**config.mk**
```make
export PLATFORM = sky130hd
export DESIGN_NAME = chd_cordic_stage
export DESIGN_NICKNAME = d
export VERILOG_FILES = /design/src/rtl/core/chd_pkg.sv /design/src/rtl/core/chd_cordic_stage.sv
export SDC_FILE = /design/constraint.sdc
export NUM_CORES = 1
export LEC_CHECK = 0
export CAP_MARGIN = 20
export CELL_PAD_IN_SITES_DETAIL_PLACEMENT = 1
export CELL_PAD_IN_SITES_GLOBAL_PLACEMENT = 2
export CORE_MARGIN = 3
export CORE_UTILIZATION = 42
export DETAILED_ROUTE_END_ITERATION = 7
export DONT_BUFFER_PORTS = 1
export PLACE_DENSITY = 0.89
export SLEW_MARGIN = 15
export SYNTH_ARGS = -nofsm -noshare
export SYNTH_HDL_FRONTEND = slang
export SYNTH_SLANG_ARGS = --single-unit
```
**constraint.sdc**
```tcl
create_clock -name clk_i -period 1.3 [get_ports clk_i]
set_input_delay 0.26 -clock clk_i [delete_from_list [all_inputs] [get_ports clk_i]]
set_output_delay 0.26 -clock clk_i [all_outputs]
set_load 0.05 [all_outputs]
```
**src/rtl/core/chd_pkg.sv**
```systemverilog
// ----------------------------------------------------------------------------
// chd_pkg
// Shared widths, constants, the CORDIC vector type and the arctangent table
// for the compass heading pipeline.
// ----------------------------------------------------------------------------
`default_nettype none

package chd_pkg;

  // Sample and angle formats
  localparam int unsigned MAG_W      = 17;  // magnetometer field width
  localparam int unsigned SCALE_BITS = 14;  // inputs are scaled by 2^14
  localparam int unsigned XY_W       = 34;  // room for the CORDIC gain
  localparam int unsigned Z_W        = 26;  // angle, degrees Q.16
  localparam int unsigned H_W        = 27;  // heading sum, degrees Q.16
  localparam int unsigned FRAC_BITS  = 16;
  localparam int unsigned DECL_W     = 9;
  localparam int unsigned HEAD_W     = 9;
  localparam int unsigned ATAN_LEN   = 24;  // entries in the arctangent table
  localparam int unsigned ATAN_W     = 23;

  // Angle constants in degrees Q.16
  localparam logic signed [Z_W-1:0] Z_90   = 26'sd5898240;   // 90 degrees
  localparam logic signed [Z_W-1:0] Z_180  = 26'sd11796480;  // 180 degrees
  localparam logic signed [H_W-1:0] H_FULL = 27'sd23592960;  // 360 degrees

  // Declination saturation limit in whole degrees
  localparam logic signed [DECL_W-1:0] DECL_MAX = 9'sd180;

  // Vector carried from one CORDIC stage to the next
  typedef struct packed {
    logic signed [XY_W-1:0] x;
    logic signed [XY_W-1:0] y;
    logic signed [Z_W-1:0]  z;
    logic                   byp;  // angle already exact, skip rotations
  } chd_vec_t;

  // atan(2^-i) in degrees Q.16, rounded to nearest
  function automatic logic [ATAN_W-1:0] chd_atan(input logic [4:0] idx);
    logic [ATAN_W-1:0] r;
    case (idx)
      5'd0:    r = 23'd2949120;
      5'd1:    r = 23'd1740967;
      5'd2:    r = 23'd919879;
      5'd3:    r = 23'd466945;
      5'd4:    r = 23'd234379;
      5'd5:    r = 23'd117304;
      5'd6:    r = 23'd58666;
      5'd7:    r = 23'd29335;
      5'd8:    r = 23'd14668;
      5'd9:    r = 23'd7334;
      5'd10:   r = 23'd3667;
      5'd11:   r = 23'd1833;
      5'd12:   r = 23'd917;
      5'd13:   r = 23'd458;
      5'd14:   r = 23'd229;
      5'd15:   r = 23'd115;
      5'd16:   r = 23'd57;
      5'd17:   r = 23'd29;
      5'd18:   r = 23'd14;
      5'd19:   r = 23'd7;
      5'd20:   r = 23'd4;
      5'd21:   r = 23'd2;
      5'd22:   r = 23'd1;
      default: r = 23'd0;
    endcase
    return r;
  endfunction

endpackage

`default_nettype wire

```
**src/rtl/core/chd_cordic_stage.sv**
```systemverilog
// ----------------------------------------------------------------------------
// chd_cordic_stage
// One registered vectoring micro-rotation of the CORDIC pipeline.
// ----------------------------------------------------------------------------
`default_nettype none

module chd_cordic_stage
  import chd_pkg::*;
#(
  parameter int unsigned SHIFT = 0
) (
  input  wire logic     clk_i,
  input  wire logic     rst_ni,
  input  wire logic     en_i,
  input  wire logic     valid_i,
  input  wire chd_vec_t data_i,
  output logic          valid_o,
  output chd_vec_t      data_o
);

  localparam logic [ATAN_W-1:0] ATAN_STEP = chd_atan(5'(SHIFT));

  logic                   valid_q;
  chd_vec_t               data_q;
  chd_vec_t               data_d;
  logic signed [XY_W-1:0] xs;
  logic signed [XY_W-1:0] ys;
  logic                   y_pos;

  // Rotate toward the x axis; exact angles pass untouched
  always_comb begin
    xs     = data_i.x >>> SHIFT;
    ys     = data_i.y >>> SHIFT;
    y_pos  = !data_i.y[XY_W-1] && (data_i.y != '0);
    data_d = data_i;
    if (!data_i.byp) begin
      if (y_pos) begin
        data_d.x = data_i.x + ys;
        data_d.y = data_i.y - xs;
        data_d.z = data_i.z + $signed({3'b000, ATAN_STEP});
      end else begin
        data_d.x = data_i.x - ys;
        data_d.y = data_i.y + xs;
        data_d.z = data_i.z - $signed({3'b000, ATAN_STEP});
      end
    end
  end

  // Advance when the next stage can take the request
  always_ff @(posedge clk_i or negedge rst_ni) begin
    if (!rst_ni) begin
      valid_q <= 1'b0;
    end else if (en_i) begin
      valid_q <= valid_i;
    end
  end

  always_ff @(posedge clk_i) begin
    if (en_i) begin
      data_q <= data_d;
    end
  end

  assign valid_o = valid_q;
  assign data_o  = data_q;

endmodule

`default_nettype wire

```
==> flow_summary.json, run 1 <==
{
  "status": "aborted with a tool error",
  "synth_edf_count": 95,
  "synth_cell_types": 83,
  "start_util_pct": 43.1,
  "dieHeight_um": 162,
  "yosysTopAreaCellShare_pct": 28.0,
  "netlist_area_sq_um": 10200,
  "haltStage": "global routing",
  "antenna_found_initial": 3,
  "yosysSeqAreaShare_pct": 28.2,
  "num_rows": 56,
  "worst_endpoint": "data_o[26]$_DFFE_PP_/D",
  "root_buffer": "clkbuf_16",
  "synth_ff_type": "edfxtp_1",
  "port_buffers": 0,
  "io_pins": 195,
  "hpwlAfterDp_um": 34200,
  "clock_tree.buffer_depth": 2,
  "synth.net_count": 1439,
  "cts.sinks": 96,
  "h-tree-depth": 3,
  "syn_area_per_cell_sq_um": 8.30,
  "endpoint_type": "sequential cell input",
  "gp_congestion": 1.01,
  "synth_area_leaders": "edfxtp_1 28%, ha_1 13%, a21oi_1 6.6%",
  "die_x_um": 162,
  "synth_warnings": 0,
  "yosys_register_bits": 96,
  "grt_max_degree": 119,
  "async_flop_share_pct": 1.04,
  "yosysMostFrequentCell": "a21oi_1",
  "numCtsBuffers": 9,
  "yosysTopAreaCell": "edfxtp_1",
  "error": "[ERROR DPL-0033] detailed placement checks failed during check placement.",
  "synth_cells": 1229,
  "synth_commonest_cells": "134 x a21oi_1, 107 x ha_1, 104 x inv_1"
}
==> stage by stage <==
stage	instances	area [sq um]	setup WS (ns)	hold WS, ns
floorplan	1229	11000	-1.87	-0.0356
global placement	1862	13800	-1.87	-0.0355
detailed placement	1862	13800	-2.11	-0.0356
CTS	1939	15900	-1.57	0.000714
==> logic make-up after synthesis <==
logic type | Yosys count | share of synthesized area, %
buf+inv | 172 | 6.97
xor+xnor | 68 | 5.84
flops | 96 | 28.2
simple gates | 317 | 14.8
compound gates | 434 | 27.1
mux | 31 | 3.10
fa+ha+maj | 111 | 13.9
==> what timing repair did <==
item / 4_1_cts
pin swaps: 128
setup buffers: 46
endpoints found under the setup margin: 76
gates cloned: 7
hold endpoints to repair: 18
resized for setup: 266
hold buffers: 18
==> run 2, diff against run 1 <==
Settings changed: CELL_PAD_IN_SITES_DETAIL_PLACEMENT 1 to default, CELL_PAD_IN_SITES_GLOBAL_PLACEMENT 2 to default, CORE_UTILIZATION 42 to 35, PLACE_DENSITY 0.89 to default, PLACE_DENSITY_LB_ADDON from default to 0.15.
==> run 2 against run 1 <==
Effect of this change:
- the flow now finishes, with violations (negative setup slack)
- synthesized cell count stayed put
- synthesized area stayed put
==> flow_summary.json, run 2 <==
{
  "cp-end-kind": "register",
  "drt-total-wl_um": 43700,
  "cts.sinks": 96,
  "p_comb_share_pct": 49.0,
  "avgViaCountPerCell": 5.49,
  "worstPathArrival_ns": 2.87,
  "yosys_register_bits": 96,
  "pwr-share-clk_pct": 22.3,
  "path_class": "primary input to register",
  "hpwlAfterDp_um": 31200,
  "port_buffers": 0,
  "power.switching_w": 0.00626,
  "netlist_area_sq_um": 10200,
  "io_pins": 195,
  "violations": "negative setup slack",
  "finalPower_w": 0.0159,
  "drtPass1Iterations": 5,
  "grt_max_degree": 119,
  "diodes": 0,
  "hp-start": "en_i",
  "die_x_um": 177,
  "p_leak_nw": 7.25,
  "min_path_type": "primary input to register",
  "setup_viol": 75,
  "root_buffer": "clkbuf_16",
  "final_antenna_net_count": 0,
  "startpoint_type": "primary input",
  "max-vdd-ir-drop_mv": 0.771,
  "h-tree-depth": 3,
  "syn_to_final_growth_pct": 65.7,
  "synth.net_count": 1439,
  "yosysTopAreaCell": "edfxtp_1",
  "synth_warnings": 0,
  "finalNonFillerCells": 2049,
  "avgRoutedWirePerCell_um": 21.3,
  "maxSlewViolCount": 0,
  "final_cell_mix": "399 x buf_4, 95 x edfxtp_1, 89 x nand2_1, 85 x inv_1, 81 x a21oi_1",
  "yosysTopAreaCellShare_pct": 28.0,
  "numCtsBuffers": 9,
  "fin_setup_tns_ns": -75.91,
  "cts_tree": "built",
  "cp.required_ns": 1.41,
  "p_int_w": 0.00961,
  "hold_viol": 0,
  "fillers": 2417,
  "fin_util_pct": 59.9,
  "grtUsageTotal_pct": 26.4,
  "synth_cell_types": 83,
  "syn_area_per_cell_sq_um": 8.30,
  "r2r_cells": 1,
  "core_sq_um": 28200,
  "clock_tree.buffer_depth": 2,
  "whs_path_depth": 0,
  "setup_ws_ns": -1.46,
  "async_flop_share_pct": 1.04,
  "regToRegStartpoint": "valid_o",
  "placed_cell_area_sq_um": 14000,
  "fin_nets": 1877,
  "synth_cells": 1229,
  "critPathLaunch": "data_i[46]",
  "antenna_found_initial": 0,
  "dieHeight_um": 177,
  "die_area_sq_um": 31200,
  "maxCapViolCount": 0,
  "grt_overflow": 0,
  "start_util_pct": 36.1,
  "powerDensity_nw_per_um2": 939,
  "synth_commonest_cells": "134 x a21oi_1, 107 x ha_1, 104 x inv_1",
  "grt_pass1_vias": 11100,
  "largest_reg_flops": 95,
  "rsz0062_at_grt": "true",
  "cts.reportedPaths.clkPinSlew_ns": 0.08,
  "power.share.sequential_pct": 28.7,
  "insertion_delay_ns": 0.35,
  "placedCellCount": 1932,
  "max_freq_ghz": 0.362,
  "status": "finished with violations",
  "p_sw_share_pct": 39.4,
  "synth_area_leaders": "edfxtp_1 28%, ha_1 13%, a21oi_1 6.6%",
  "cp_max_fo": 4,
  "fin_crit_ns": 2.76,
  "num_rows": 61,
  "mostFrequentLayoutCell": "buf_4",
  "fin_skew_ns": 0,
  "grt_first_pass_wirelength_um": 63700,
  "gp_congestion": 0.914,
  "synth_edf_count": 95,
  "synth_ff_type": "edfxtp_1",
  "design_area_sq_um": 16900,
  "drive_gt1_share_pct": 47.4,
  "yosysMostFrequentCell": "a21oi_1",
  "drtIter0Drc": 873,
  "vias": 11200,
  "yosysSeqAreaShare_pct": 28.2,
  "post-route-drc-count": 0,
  "finalCritPeriodShare_pct": 213,
  "slew_headroom_pct": 45.9,
  "worst_pin_slew_ns": 0.812
}
[run 2: layout make-up]
class / count / area [sq um] / area share (%)
Clock buffer: 9 / 225 / 1.33
Timing Repair Buffer: 490 / 4250 / 25.1
Sequential cell: 96 / 2880 / 17.0
Multi-Input combinational cell: 961 / 8470 / 50.1
Inverter: 109 / 477 / 2.82
Tap cell: 378 / 473 / 2.80
Clock inverter: 6 / 138 / 0.814
[run 2: power by group through the flow]
stage               Sequential, W  Clock (W)  Combinational, W
global placement          0.00463          0           0.00615
global route              0.00460    0.00373           0.00823
floorplan                 0.00533          0           0.00313
detailed placement        0.00464          0           0.00617
CTS                       0.00457    0.00361           0.00705
finish                    0.00456    0.00354           0.00777
[run 2: per-layer routing]
metal  vias to the layer above  global-route usage (%)  share of wire (%)
li1                       5340                       -                  -
met1                      5343                    35.3                 43
met2                       493                    43.1                 47
met3                        71                    4.95                7.9
met4                         0                    8.38                2.7
met5                         -                       0                  0
[run 2: worst paths after layout]
check | endpoint | slack [ns]
max reg2reg | valid_o | 0.56
min in group asynchronous | valid_o | 0.11
max in group asynchronous | valid_o | 1.09
max | data_o[26] | -1.46
min | data_o[43] | 0.008
min reg2reg | valid_o | 0.51
[run 2: through the flow]
stage	worst slack [ns]	hold WS, ns
after global routing	-1.61	-0.00944
after global placement	-1.89	-0.0356
after CTS	-1.50	0.00205
after detailed placement	-1.88	-0.0356
after floorplan	-1.87	-0.0356
final	-1.46	0.00835
[run 2: logic make-up (layout without fill, tap and decap cells)]
logic type	Yosys count	after routing	synth area share, %
multiplexers	31	31	3.10
AND/OR/NAND/NOR	317	317	14.8
flip-flops	96	96	28.2
adder cells (fa/ha/maj)	111	111	13.9
XOR/XNOR	68	68	5.84
AO/OA/AOI/OAI	434	434	27.1
buffers and inverters	172	614	6.97
[run 2: repair_timing]
| action | 4_1_cts | 5_1_grt |
|---|---|---|
| endpoints found under the setup margin | 77 | 80 |
| hold buffers | 19 | 1 |
| gates resized for setup | 192 | 171 |
| pin swaps | 105 | 100 |
| setup buffers | 47 | 41 |
| cloned | 7 | 2 |
| hold endpoints to repair | 21 | 1 |
[run 2: critical path: stages]
cell and delay (ns):
nor4_4 0.38, nand4_1 0.14, buf_4 0.18, nor3_4 0.19, nor2_4 0.08, inv_2 0.08, ha_4 0.20, a21o_1 0.18
a21oi_2 0.14, nor2_1 0.05, o21a_1 0.20, o41ai_4 0.35, o21ai_2 0.09, xnor2_1 0.14, nor2_1 0.07, xor2_1 0.13
No activity file was read; power rests on OpenSTA's default activity.
